===== config.mk =====
export PLATFORM = sky130hd
export DESIGN_NAME = signed_int_to_decimal_ascii_unit
export DESIGN_NICKNAME = d
export VERILOG_FILES = /design/src/rtl/s2da_pkg.sv /design/src/rtl/s2da_front.sv /design/src/rtl/s2da_queue.sv /design/src/rtl/s2da_back.sv /design/src/rtl/signed_int_to_decimal_ascii_unit.sv
export SDC_FILE = /design/constraint.sdc
export NUM_CORES = 1
export LEC_CHECK = 0
export CAP_MARGIN = 20
export CORE_ASPECT_RATIO = 0.6
export CORE_MARGIN = 2
export CORE_UTILIZATION = 51
export DETAILED_ROUTE_END_ITERATION = 8
export DONT_BUFFER_PORTS = 1
export PLACE_DENSITY = 0.74
export SLEW_MARGIN = 10
export SYNTH_ARGS = -nofsm -noshare
export SYNTH_HDL_FRONTEND = slang
export SYNTH_SLANG_ARGS = --single-unit

===== constraint.sdc =====
create_clock -name clk_i -period 12.82 [get_ports clk_i]
set_input_delay 1.282 -clock clk_i [delete_from_list [all_inputs] [get_ports clk_i]]
set_output_delay 1.282 -clock clk_i [all_outputs]
set_load 0.05 [all_outputs]

===== src/rtl/s2da_pkg.sv =====
`default_nettype none
// ----------------------------------------------------------------------------
// s2da_pkg
// Shared types, constants and helpers of the signed integer to decimal text
// unit.
// ----------------------------------------------------------------------------
package s2da_pkg;

  localparam int unsigned ValueW  = 16;
  localparam int unsigned CharW   = 8;
  localparam int unsigned PowIdxW = 3;   // selects one of five powers of ten
  localparam int unsigned PowW    = 14;  // wide enough for 10000
  localparam int unsigned ProdW   = 17;  // wide enough for 9 * 10000

  localparam logic [CharW-1:0]   DigitBase = 8'd48;  // '0'
  localparam logic [CharW-1:0]   MinusChar = 8'd45;  // '-'
  localparam logic [PowIdxW-1:0] PowIdxTop = 3'd4;   // index of 10000
  localparam logic [PowIdxW-1:0] PowIdxOne = 3'd0;   // index of 1

  // One queued item: sign, magnitude and the index of its leading digit.
  typedef struct packed {
    logic                neg;
    logic [ValueW-1:0]   mag;
    logic [PowIdxW-1:0]  pidx;
  } entry_t;

  typedef enum logic [2:0] {
    ST_IDLE  = 3'b001,
    ST_SIGN  = 3'b010,
    ST_DIGIT = 3'b100
  } back_state_e;

  function automatic logic [PowW-1:0] pow_of(input logic [PowIdxW-1:0] idx);
    logic [PowW-1:0] p;
    case (idx)
      3'd0:    p = 14'd1;
      3'd1:    p = 14'd10;
      3'd2:    p = 14'd100;
      3'd3:    p = 14'd1000;
      3'd4:    p = 14'd10000;
      default: p = 14'd1;
    endcase
    return p;
  endfunction

endpackage
`default_nettype wire


===== src/rtl/s2da_front.sv =====
`default_nettype none
// ----------------------------------------------------------------------------
// s2da_front
// Accepts a value, splits it into sign and magnitude and finds the power of
// ten of its leading digit, then pushes the result into the queue.
// ----------------------------------------------------------------------------
module s2da_front (
  input  wire logic                          start_i,
  input  wire logic [s2da_pkg::ValueW-1:0]   value_i,
  input  wire logic                          full_i,
  output logic                               push_o,
  output s2da_pkg::entry_t                   entry_o
);
  import s2da_pkg::*;

  logic [ValueW-1:0] mag;

  // Two's complement negate; -32768 comes out as the unsigned 32768.
  assign mag    = value_i[ValueW-1] ? (~value_i + 16'd1) : value_i;
  assign push_o = start_i && !full_i;

  always_comb begin
    entry_o.neg = value_i[ValueW-1];
    entry_o.mag = mag;
    if (mag >= 16'd10000) begin
      entry_o.pidx = PowIdxTop;
    end else if (mag >= 16'd1000) begin
      entry_o.pidx = 3'd3;
    end else if (mag >= 16'd100) begin
      entry_o.pidx = 3'd2;
    end else if (mag >= 16'd10) begin
      entry_o.pidx = 3'd1;
    end else begin
      entry_o.pidx = PowIdxOne;
    end
  end

endmodule
`default_nettype wire


===== src/rtl/s2da_queue.sv =====
`default_nettype none
// ----------------------------------------------------------------------------
// s2da_queue
// Two-entry queue of classified items between the front and the back part.
// ----------------------------------------------------------------------------
module s2da_queue (
  input  wire logic              clk_i,
  input  wire logic              rst_ni,
  input  wire logic              push_i,
  input  s2da_pkg::entry_t       entry_i,
  input  wire logic              pop_i,
  output s2da_pkg::entry_t       head_o,
  output logic                   full_o,
  output logic                   empty_o
);
  import s2da_pkg::*;

  entry_t     mem_q [2];
  logic       wr_ptr_q, wr_ptr_d;
  logic       rd_ptr_q, rd_ptr_d;
  logic [1:0] count_q, count_d;

  assign full_o  = count_q[1];
  assign empty_o = (count_q == 2'd0);
  assign head_o  = mem_q[rd_ptr_q];

  always_comb begin
    wr_ptr_d = push_i ? ~wr_ptr_q : wr_ptr_q;
    rd_ptr_d = pop_i ? ~rd_ptr_q : rd_ptr_q;
    count_d  = count_q;
    if (push_i && !pop_i) begin
      count_d = count_q + 2'd1;
    end else if (pop_i && !push_i) begin
      count_d = count_q - 2'd1;
    end
  end

  always_ff @(posedge clk_i or negedge rst_ni) begin
    if (!rst_ni) begin
      wr_ptr_q <= 1'b0;
      rd_ptr_q <= 1'b0;
      count_q  <= 2'd0;
    end else begin
      wr_ptr_q <= wr_ptr_d;
      rd_ptr_q <= rd_ptr_d;
      count_q  <= count_d;
    end
  end

  always_ff @(posedge clk_i) begin
    if (push_i) begin
      mem_q[wr_ptr_q] <= entry_i;
    end
  end

endmodule
`default_nettype wire


===== src/rtl/s2da_back.sv =====
`default_nettype none
// ----------------------------------------------------------------------------
// s2da_back
// Takes one item from the queue and sends its text, one character a cycle:
// an optional minus sign, then one digit per power of ten down to one.
// ----------------------------------------------------------------------------
module s2da_back (
  input  wire logic                        clk_i,
  input  wire logic                        rst_ni,
  input  s2da_pkg::entry_t                 head_i,
  input  wire logic                        empty_i,
  output logic                             pop_o,
  output logic                             char_valid_o,
  output logic [s2da_pkg::CharW-1:0]       character_o,
  output logic                             last_o
);
  import s2da_pkg::*;

  back_state_e        state_q, state_d;
  logic [ValueW-1:0]  mag_q, mag_d;
  logic [PowIdxW-1:0] pidx_q, pidx_d;
  logic               valid_q, valid_d;
  logic [CharW-1:0]   char_q, char_d;
  logic               last_q, last_d;

  logic [PowW-1:0]    pow;
  logic [9:1]         ge;
  logic [3:0]         digit;
  logic [ProdW-1:0]   prod;
  logic [ValueW-1:0]  rem;

  // The digit is the largest k with k * pow <= mag; all nine compares run
  // side by side.
  always_comb begin
    pow   = pow_of(pidx_q);
    digit = 4'd0;
    for (int k = 1; k <= 9; k++) begin
      ge[k] = ({1'b0, mag_q} >= (17'(k) * 17'(pow)));
      if (ge[k]) begin
        digit = 4'(k);
      end
    end
    prod = 17'(digit) * 17'(pow);
    rem  = mag_q - prod[ValueW-1:0];
  end

  assign pop_o = (state_q == ST_IDLE) && !empty_i;

  always_comb begin
    state_d = state_q;
    mag_d   = mag_q;
    pidx_d  = pidx_q;
    valid_d = 1'b0;
    char_d  = char_q;
    last_d  = last_q;
    case (state_q)
      ST_IDLE: begin
        if (!empty_i) begin
          mag_d   = head_i.mag;
          pidx_d  = head_i.pidx;
          state_d = head_i.neg ? ST_SIGN : ST_DIGIT;
        end
      end
      ST_SIGN: begin
        valid_d = 1'b1;
        char_d  = MinusChar;
        last_d  = 1'b0;
        state_d = ST_DIGIT;
      end
      ST_DIGIT: begin
        valid_d = 1'b1;
        char_d  = DigitBase + {4'd0, digit};
        last_d  = (pidx_q == PowIdxOne);
        mag_d   = rem;
        if (pidx_q == PowIdxOne) begin
          state_d = ST_IDLE;
        end else begin
          pidx_d = pidx_q - 3'd1;
        end
      end
      default: begin
        state_d = ST_IDLE;
      end
    endcase
  end

  always_ff @(posedge clk_i or negedge rst_ni) begin
    if (!rst_ni) begin
      state_q <= ST_IDLE;
      valid_q <= 1'b0;
    end else begin
      state_q <= state_d;
      valid_q <= valid_d;
    end
  end

  always_ff @(posedge clk_i) begin
    mag_q  <= mag_d;
    pidx_q <= pidx_d;
    char_q <= char_d;
    last_q <= last_d;
  end

  assign char_valid_o = valid_q;
  assign character_o  = char_q;
  assign last_o       = last_q;

endmodule
`default_nettype wire


===== src/rtl/signed_int_to_decimal_ascii_unit.sv =====
`default_nettype none
// ----------------------------------------------------------------------------
// signed_int_to_decimal_ascii_unit
// Prints a signed 16-bit value as decimal ASCII text, one character a cycle within each value's text.
// ----------------------------------------------------------------------------
//  Channel  | Ports                            | Taken when
//  ---------+----------------------------------+------------------------------
//  value    | start_i, value_i, busy_o         | start_i high and busy_o low
//  text     | char_valid_o, character_o, last_o| every cycle char_valid_o is 1
//
// A value enters a two-entry queue in the cycle it is taken; busy_o is high
// only while that queue is full. The back end takes an item from the queue in
// its idle state and then sends one character per cycle, one to six per value.
// When the back end is free, the first character passes from the queue through
// its idle state and its sign or digit state to the output registers. Results
// cannot be stalled. Reset empties the queue and returns the back end to idle.
// ----------------------------------------------------------------------------
module signed_int_to_decimal_ascii_unit (
  input  wire logic                        clk_i,
  input  wire logic                        rst_ni,
  input  wire logic                        start_i,
  input  wire logic [s2da_pkg::ValueW-1:0] value_i,
  output logic                             busy_o,
  output logic                             char_valid_o,
  output logic [s2da_pkg::CharW-1:0]       character_o,
  output logic                             last_o
);
  import s2da_pkg::*;

  entry_t push_entry;
  entry_t head;
  logic   push;
  logic   pop;
  logic   full;
  logic   empty;

  assign busy_o = full;

  s2da_front u_front (
    .start_i (start_i),
    .value_i (value_i),
    .full_i  (full),
    .push_o  (push),
    .entry_o (push_entry)
  );

  s2da_queue u_queue (
    .clk_i   (clk_i),
    .rst_ni  (rst_ni),
    .push_i  (push),
    .entry_i (push_entry),
    .pop_i   (pop),
    .head_o  (head),
    .full_o  (full),
    .empty_o (empty)
  );

  s2da_back u_back (
    .clk_i        (clk_i),
    .rst_ni       (rst_ni),
    .head_i       (head),
    .empty_i      (empty),
    .pop_o        (pop),
    .char_valid_o (char_valid_o),
    .character_o  (character_o),
    .last_o       (last_o)
  );

  // A minus sign never ends a run of text.
  a_minus_not_last: assert property (@(posedge clk_i) disable iff (!rst_ni)
    (char_valid_o && (character_o == MinusChar)) |-> !last_o)
    else $error("minus sign flagged as last character");

  // Every character sent is a minus sign or a decimal digit.
  a_char_legal: assert property (@(posedge clk_i) disable iff (!rst_ni)
    char_valid_o |-> ((character_o == MinusChar) ||
                      ((character_o >= DigitBase) && (character_o <= 8'd57))))
    else $error("character outside minus sign and digits");

  // After the last digit the back end returns to idle before the next item.
  a_gap_after_last: assert property (@(posedge clk_i) disable iff (!rst_ni)
    (char_valid_o && last_o) |=> !char_valid_o)
    else $error("character sent right after last digit");

  // The queue never takes an item while full.
  a_no_push_full: assert property (@(posedge clk_i) disable iff (!rst_ni)
    busy_o |-> !push)
    else $error("item pushed into a full queue");

endmodule
`default_nettype wire


==> results of run 1 <==
==> cell families (layout without fill, tap and decap cells) <==
logic type / Yosys count / count (layout) / synth area share, %
compound gates: 246 / 246 / 17.31
buf+inv: 148 / 151 / 6.383
simple gates: 225 / 225 / 12.86
mux: 19 / 19 / 2.165
xor+xnor: 57 / 57 / 5.537
fa+ha+maj: 205 / 205 / 31.78
other cells: 2 / 8 / 0.08330
flops: 73 / 73 / 23.88
==> layout make-up <==
class | count | share of cell area (%)
Clock inverter | 7 | 1.064
Tap cell | 234 | 3.035
Inverter | 127 | 4.942
Sequential cell | 73 | 22.32
Timing Repair Buffer | 8 | 0.8561
Clock buffer | 9 | 2.335
Multi-Input combinational cell | 760 | 65.44
==> worst min-delay path by stage <==
stage / from / endpoint / slack (ps) / cells after the start
2_1_floorplan: u_queue.wr_ptr_q / u_queue.wr_ptr_q / 460 / 1
3_3_place_gp: u_queue.wr_ptr_q / u_queue.wr_ptr_q / 500 / 1
3_5_place_dp: u_queue.mem_q[1][19] / u_back.state_q[1] / 520 / 2
4_1_cts: u_queue.mem_q[0][19] / u_back.state_q[1] / 540 / 2
5_1_grt: u_queue.wr_ptr_q / u_queue.wr_ptr_q / 570 / 1
6_report: u_queue.mem_q[0][19] / u_back.state_q[1] / 540 / 2
==> layer usage <==
layer	vias up	track usage (%)	share of wire (%)
li1	3508	-	-
met5	-	0	0
met3	24	10.74	14
met4	0	2.952	0.94
met1	3438	40.31	49
met2	332	33.27	36
==> cell usage in the layout, fill, tap and decap left out, types with 9 or more instances in the layout <==
cell / Yosys / layout
nand2b_1: 14 / 14
inv_1: 126 / 126
ha_1: 165 / 165
edfxtp_1: 65 / 65
clkbuf_16: 0 / 9
or2_2: 12 / 12
mux2i_1: 15 / 15
o21bai_1: 10 / 10
nor2_1: 53 / 52
o21ai_0: 61 / 61
nor3_1: 14 / 14
xor2_1: 23 / 23
fa_1: 40 / 40
a211oi_1: 15 / 15
nand2_1: 46 / 46
nand3_1: 18 / 18
o31ai_1: 11 / 11
xnor2_1: 34 / 34
nand4_1: 13 / 13
nor2b_1: 16 / 16
a21o_1: 21 / 21
a21oi_1: 75 / 75
==> cells in the mapped netlist (15+ instances only) <==
library cell	n	area (sq um)
fa_1	40	800.8
nand2_1	46	172.7
a21oi_1	75	375.4
xnor2_1	34	297.8
nor2b_1	16	100.1
xor2_1	23	201.4
nand3_1	18	90.09
a21o_1	21	157.7
a211oi_1	15	112.6
clkbuf_1	15	56.30
mux2i_1	15	150.1
nor2_1	53	198.9
inv_1	126	473.0
o21ai_0	61	305.3
edfxtp_1	65	1952
ha_1	165	2064
==> sequential cells by signal, indices dropped and copies added, names as in the netlist <==
name / flops
u_queue.mem_q: 40
u_back.state_q: 3
u_queue.rd_ptr_q: 1
u_back.character_o: 5
u_back.mag_q: 16
u_back.pidx_q: 3
u_back.char_valid_o: 1
u_queue.count_q: 2
u_back.last_o: 1
u_queue.wr_ptr_q: 1
==> worst reg2reg max path, delay by kind of cell, from the launching register on <==
kind	cells	cell delay, ps
multiplexers	1	150
buffers and inverters	8	1450
XOR/XNOR	1	140
AND/OR/NAND/NOR	13	2370
flip-flops	1	410
adder cells (fa/ha/maj)	8	3270
AO/OA/AOI/OAI	9	2540
==> through the flow <==
step                area (sq um)  utilization [%]
floorplan                   9039                -
global placement            9265            53.80
detailed placement          9270            53.83
CTS                         9598            55.73
global route                9646            56.01
finish                      9646            56.01
==> impl_metrics.ini, run 1 <==
[setup_path]
path_depth = 40
cp.buffers_inverters = 8
crit_path_top_delay_cell = o311ai_0
rrSetupSlack_ps = 2250
endpoint_kind = register
startpoint_type = register
cp_common_cell = inv_1
r2r_end = u_back.mag_q[15]
crit_fanout = 12
endpoint = u_back.mag_q[15]
crit_family = adder cells
cp.arrival_ps = 10650
rr_startpoint = u_back.pidx_q[1]
cp.required_ps = 12900
slowest_delay_ps = 900
startpoint = u_back.pidx_q[1]
critPathKind = register to register
rr_worst_depth = 40

[sta]
fin_skew_ps = 9.293
setup_viol = 0
slew-limit-headroom_pct = 31.98
rsz0062_at_grt = false
slew_viol_final = 0
setup_slack_ps = 2250
tightestPinTransition_ps = 1020
hold_violations = 0
whs_ps = 542.3
min_period_ps = 10570
fmax_mhz = 94.61
setup_tns_ps = 0
fin_crit_sh_pct = 82.45

[run]
drv_cap = 0

[synthesis]
async_reset_ff_share_pct = 10.96
synth_edf_count = 65
ys_ff_latch = 73
yosysSeqAreaShare_pct = 23.88
ys_types = 72
avgSynthCellArea_sq_um = 9.247
yosysWarnings = 0
ys.flop_type = edfxtp_1
syn_inst = 975
netlist_area_sq_um = 9016

[clocking]
postCtsResizedCells = 0
cts_root_buffer = clkbuf_16
cts_num_sinks = 73
cts_tree = built
clk_latency_ps = 340
clk_pin_slew_worst_paths_ps = 70
numCtsBuffers = 9
cts_buffer_depth = 2
cts-htree-levels = 3
cts_hold_buf = 0
cts_setup_buffers = 0

[layout]
multi_input_area_sq_um = 6312
area_growth_pct = 6.980
drive_gt1_share_pct = 5.488
final_cell_count_no_fill = 1218
antennaDiodeCount = 0
num-nets-final = 1203
regArea_sq_um = 2153
fill_cells = 1515

[grt]
grt_pass1_vias = 6778
overflow = 0
antenna_found_initial = 0
grt_first_pass_wirelength_microns = 37340
grt_max_degree = 38
track_usage_pct = 25.84

[drt]
vias = 7302
via_per_inst = 5.995
drt_iter0_drc = 982
drt-total-wl_microns = 23550
drc = 0
ant_nets = 0
firstDrtPassIters = 7
routedWlPerCell_microns = 19.33

[floorplanning]
rows = 37
coreArea_sq_um = 17220
die_area_sq_um = 18790
die_w_microns = 175.7
die_h_microns = 107.0
start_util_pct = 52.35
io_pins = 30

[status]
status = finished, final reports clean

[placed_design]
dp_hpwl_microns = 18820
post-place-ws_ps = 2450
gp_routability_congestion = 1.012
dp.cells = 1199
port_buffers = 0

[worst_hold_path]
hold_class = register to register
Power of run 1 is left out: the tool's default activity adds up to more than one toggle a clock period on the data nets, which glitch-free logic cannot reach.
==> run 2, diff against run 1 <==
- ABC_AREA: default -> 1
- clock period: 12.82 -> 9.8 ns (I/O delays scaled with it)
==> run 2 against run 1 <==
Compared with the run above:
- clock skew is 2.5 ps higher
- design area is 3.5% higher
- wire length is 10% higher
- flip-flop and latch count stayed put
- synthesized area is 3.7% higher
- largest cell class unchanged
- highest routed layer unchanged
==> impl_metrics.ini, run 2 <==
[grt]
grt_first_pass_wirelength_microns = 41080
grt_max_degree = 35
grt_pass1_vias = 7569
track_usage_pct = 28.08
antenna_found_initial = 0
overflow = 0

[synthesis]
ys_ff_latch = 73
ys.flop_type = edfxtp_1
yosysMostFrequentCell = nand2_1
yosysWarnings = 0
async_reset_ff_share_pct = 10.96
yosysTopAreaCell = ha_1
synth_edf_count = 65
netlist_area_sq_um = 9351
ys_types = 56
synth_common_cells = nand2_1, inv_1, ha_1
avgSynthCellArea_sq_um = 7.825
synth_top_area_share_pct = 22.08
yosysSeqAreaShare_pct = 23.03
syn_inst = 1195
synthTopCellsByArea = ha_1, edfxtp_1, nand2_1

[drt]
firstDrtPassIters = 6
ant_nets = 0
drt_iter0_drc = 943
vias = 8090
drc = 0
via_per_inst = 5.575
drt-total-wl_microns = 25940
routedWlPerCell_microns = 17.88

[floorplanning]
coreArea_sq_um = 18020
die_area_sq_um = 19470
die_w_microns = 178.8
io_pins = 30
rows = 38
start_util_pct = 51.90
die_h_microns = 108.9

[clocking]
numCtsBuffers = 9
clk_pin_slew_worst_paths_ps = 70
cts_root_buffer = clkbuf_16
cts_setup_buffers = 0
cts_num_sinks = 73
cts_hold_buf = 0
cts_buffer_depth = 2
cts-htree-levels = 3
cts_tree = built
postCtsResizedCells = 0
clk_latency_ps = 350

[setup_path]
endpoint_kind = register
crit_fanout = 14
crit_path_top_delay_cell = fa_1
rr_worst_depth = 44
crit_family = adder cells
cp.required_ps = 9880
cp.arrival_ps = 9080
startpoint_type = register
cp_common_cell = nand2_1
slowest_delay_ps = 550
critPathKind = register to register
path_depth = 44
cp.buffers_inverters = 7

[layout]
antennaDiodeCount = 0
final_common_cell = nand2_1
largest_register_ffs = 40
drive_gt1_share_pct = 6.193
area_growth_pct = 6.703
mostFrequentLayoutCells = nand2_1, inv_1, ha_1
layout_top_registers = u_queue.mem_q x40, u_back.mag_q x16, u_back.character_o x5
num-nets-final = 1430
largest_register = u_queue.mem_q

[sta]
hold_violations = 0
fin_crit_sh_pct = 91.78
setup_viol = 0
tightestPinTransition_ps = 822.1
slew-limit-headroom_pct = 45.19
setup_tns_ps = 0
fmax_mhz = 111.2
slew_viol_final = 0
min_period_ps = 8994
rsz0062_at_grt = false
fin_skew_ps = 11.81

[placed_design]
port_buffers = 0
gp_routability_congestion = 1.025
dp_hpwl_microns = 21310

[worst_hold_path]
hold_class = input pin to asynchronous set/reset pin

[run]
drv_cap = 0

[status]
status = finished, final reports clean
[run 2: cell count changes after synthesis, moves of 13 or more]
cell      delta
nor2b_1     -16
nand2b_1    -14
o21ai_0     -21
nand3_1     +39
inv_1       +58
xnor2_1     -19
mux2i_1     -14
a211oi_1    -15
nand2_1    +211
nor2_1      +43
a21o_1      -13
[run 2: logic make-up (layout without fill, tap and decap cells)]
kind of cell               after synthesis  in the layout  synth area share, %
xor gates and xnor gates                48             48                4.576
buffers and inverters                  210            220                8.684
other                                    2              8              0.08031
and+or+nand+nor                        490            490                22.84
DFF                                     73             73                23.03
muxes                                    1              1               0.1070
AOI/OAI and AO/OA                      166            166                10.05
adders and majority gates              205            205                30.64
[run 2: through the flow]
stage | area (sq um) | hold WS (ps) | worst slack [ps] | util (%) | instances
final | 9978 | 318.8 | 805.9 | 55.37 | 1451
after global routing | 9978 | 305.3 | 188.9 | 55.37 | 1451
after CTS | 9948 | 313.4 | 940.0 | 55.21 | 1449
after detailed placement | 9663 | 489.5 | 958.6 | 53.62 | 1433
after global placement | 9663 | 488.6 | 1148 | 53.62 | 1433
after floorplan | 9374 | 467.2 | 1935 | - | 1201
[run 2: layout make-up]
cell class / count / area, sq um
fill: 1686 / 8041
multi-input combinational: 918 / 6419
sequential: 73 / 2153
inverter: 194 / 730.7
tap: 240 / 300.3
clock buffer: 9 / 225.2
timing repair buffer: 10 / 90.09
clock inverter: 7 / 60.06
[run 2: path summary, 6_finish.rpt]
kind | end | slack (ps) | start
max | u_back.mag_q[12] | 810 | u_back.pidx_q[0]
min | u_queue.count_q[1] | 320 | rst_ni
max reg2reg | u_back.mag_q[12] | 810 | u_back.pidx_q[0]
min reg2reg | u_queue.count_q[0] | 500 | u_queue.count_q[0]
max in group asynchronous | u_back.state_q[0] | 9310 | rst_ni
min in group clk_i | u_queue.count_q[0] | 500 | u_queue.count_q[0]
[run 2: routing by layer]
layer / track usage, % / routed length (microns) / vias to the layer above
met2: 35.91 / 9331 / 355
met4: 4.007 / 308 / 0
met5: 0 / 0 / -
li1: - / - / 3958
met3: 12.34 / 3591 / 35
met1: 43.19 / 12710 / 3742
Power of run 2 is left out for the same reason.
==> run 3, diff against run 2 <==
- ABC_AREA: 1 -> default
==> run 3 against run 2 <==
Compared with the run above:
- register-to-register slack got worse by 320 ps
- clock-buffer cell count unchanged
- global-route usage fell by 2.4 points
- worst setup slack got worse by 320 ps
- first-iteration DRC count decreased by 10%
- critical path depth decreased by 3
- die area shrank 3.5%
- design area shrank 2.6%
- flip-flop and latch count stayed put
- via count shrank 9.9%
- hold slack better by 12 ps
- cell count fell by 15%
==> impl_metrics.ini, run 3 (synthesis gave the netlist of run 1 again) <==
[setup_path]
cp.arrival_ps = 9360
crit_path_top_delay_cell = fa_1
slowest_delay_ps = 520
cp.required_ps = 9850
cp_common_cell = inv_1
critPathKind = register to register
startpoint_type = register
endpoint_kind = register
crit_fanout = 9

[grt]
use_met2_pct = 30.65
met1_usage_pct = 42.38
grt_max_degree = 38
use_met3_pct = 10.82
overflow = 0
top_usage_layer = met1
track_usage_pct = 25.70
grt_first_pass_wirelength_microns = 36710
antenna_found_initial = 0
grt_pass1_vias = 6440

[floorplanning]
io_pins = 30
start_util_pct = 52.35
coreArea_sq_um = 17220
die_w_microns = 175.7
die_area_sq_um = 18790
rows = 37
die_h_microns = 107.0

[layout]
antennaDiodeCount = 0
area_growth_pct = 7.827
final_common_cell = ha_1
fill_cells = 1513
mostFrequentLayoutCells = ha_1, inv_1, a21oi_1
layout_top_registers = u_queue.mem_q x40, u_back.mag_q x16, u_back.character_o x5
largest_register = u_queue.mem_q
largest_register_ffs = 40
drive_gt1_share_pct = 7.251
num-nets-final = 1212

[sta]
rsz0062_at_grt = false
hold_violations = 0
min_period_ps = 9314
tightestPinTransition_ps = 1024
fin_crit_sh_pct = 95.05
setup_viol = 0
fmax_mhz = 107.4
setup_tns_ps = 0
fin_skew_ps = 10.90
slew_viol_final = 0
slew-limit-headroom_pct = 31.30

[clocking]
cts_num_sinks = 73
cts-htree-levels = 3
cts_buffer_depth = 2
cts_tree = built
clk_pin_slew_worst_paths_ps = 60
cts_hold_buf = 0
numCtsBuffers = 9
clk_latency_ps = 340
cts_root_buffer = clkbuf_16

[drt]
firstDrtPassIters = 5
routedWlPerCell_microns = 19.31
drc = 0
drt-total-wl_microns = 23690
ant_nets = 0
vias = 7290
drt_iter0_drc = 844
via_per_inst = 5.941

[run]
drv_cap = 0

[placed_design]
port_buffers = 0
gp_routability_congestion = 0.9900
dp_hpwl_microns = 19240

[worst_hold_path]
hold_class = input pin to asynchronous set/reset pin

[status]
status = finished, final reports clean
-- run 3: changes by cell type in the layout (fill, tap and decap cells not counted), moves of 10 or more --
cell | previous run | this run
inv_1 | 184 | 126
a21oi_1 | 80 | 70
xnor2_1 | 15 | 34
nor2_1 | 94 | 52
a21o_1 | 8 | 21
nand3_1 | 57 | 18
o31ai_1 | 0 | 11
mux2i_1 | 1 | 15
nand2b_1 | 0 | 14
nor2b_1 | 0 | 16
a211oi_1 | 0 | 15
o21ai_0 | 40 | 59
nand2_1 | 257 | 44
-- run 3: layer usage --
| metal | vias up | wire (microns) |
|---|---|---|
| li1 | 3514 | - |
| met1 | 3416 | 11980 |
| met2 | 350 | 8305 |
| met3 | 10 | 3344 |
| met4 | 0 | 62 |
| met5 | - | 0 |
-- run 3: path summary, 6_finish.rpt --
kind | cells after the start | start | end | slack [ps]
min in group clk_i | 1 | u_queue.wr_ptr_q | u_queue.wr_ptr_q | 520
max in group asynchronous | 0 | rst_ni | u_back.state_q[0] | 9300
worst max register to register | 41 | u_back.pidx_q[0] | u_back.mag_q[9] | 490
worst min register to register | 1 | u_queue.wr_ptr_q | u_queue.wr_ptr_q | 520
worst min-delay path | 0 | rst_ni | u_back.char_valid_o | 330
worst max-delay path | 41 | u_back.pidx_q[0] | u_back.mag_q[9] | 490
-- run 3: area by class of cell --
cell class / count / area [sq um] / area share (%)
Clock buffer: 9 / 225.2 / 2.317
Clock inverter: 7 / 57.56 / 0.5920
Timing Repair Buffer: 17 / 155.1 / 1.596
Multi-Input combinational cell: 760 / 6361 / 65.43
Inverter: 127 / 476.7 / 4.903
Sequential cell: 73 / 2153 / 22.15
Tap cell: 234 / 292.8 / 3.012
-- run 3: stage by stage --
step                      setup WS [ps]  instance area [sq um]  instances  util, %  hold WS [ps]
final                             485.6                   9722       1227    56.45         330.3
after global routing              4.508                   9722       1227    56.45         308.8
after CTS                         48.24                   9623       1224    55.88         324.9
after detailed placement          209.4                   9340       1208    54.24         500.4
after global placement            378.6                   9340       1208    54.24         499.0
after floorplan                   414.3                   9039        981        -         460.3
-- run 3: worst max-delay path: cells and delay by family, from the launching register on --
family	cells	cell delay [ps]
buffers and inverters	8	1030
DFF	1	470
AOI/OAI and AO/OA	12	2260
and+or+nand+nor	11	1860
xor gates and xnor gates	2	170
adders and majority gates	8	3190
-- run 3: repair_timing --
| item | in CTS | in global routing |
|---|---|---|
| resized for setup | 0 | 16 |
| setup buffers | 0 | 1 |
| setup endpoints to repair | 0 | 10 |
Power of run 3 is left out for the same reason.
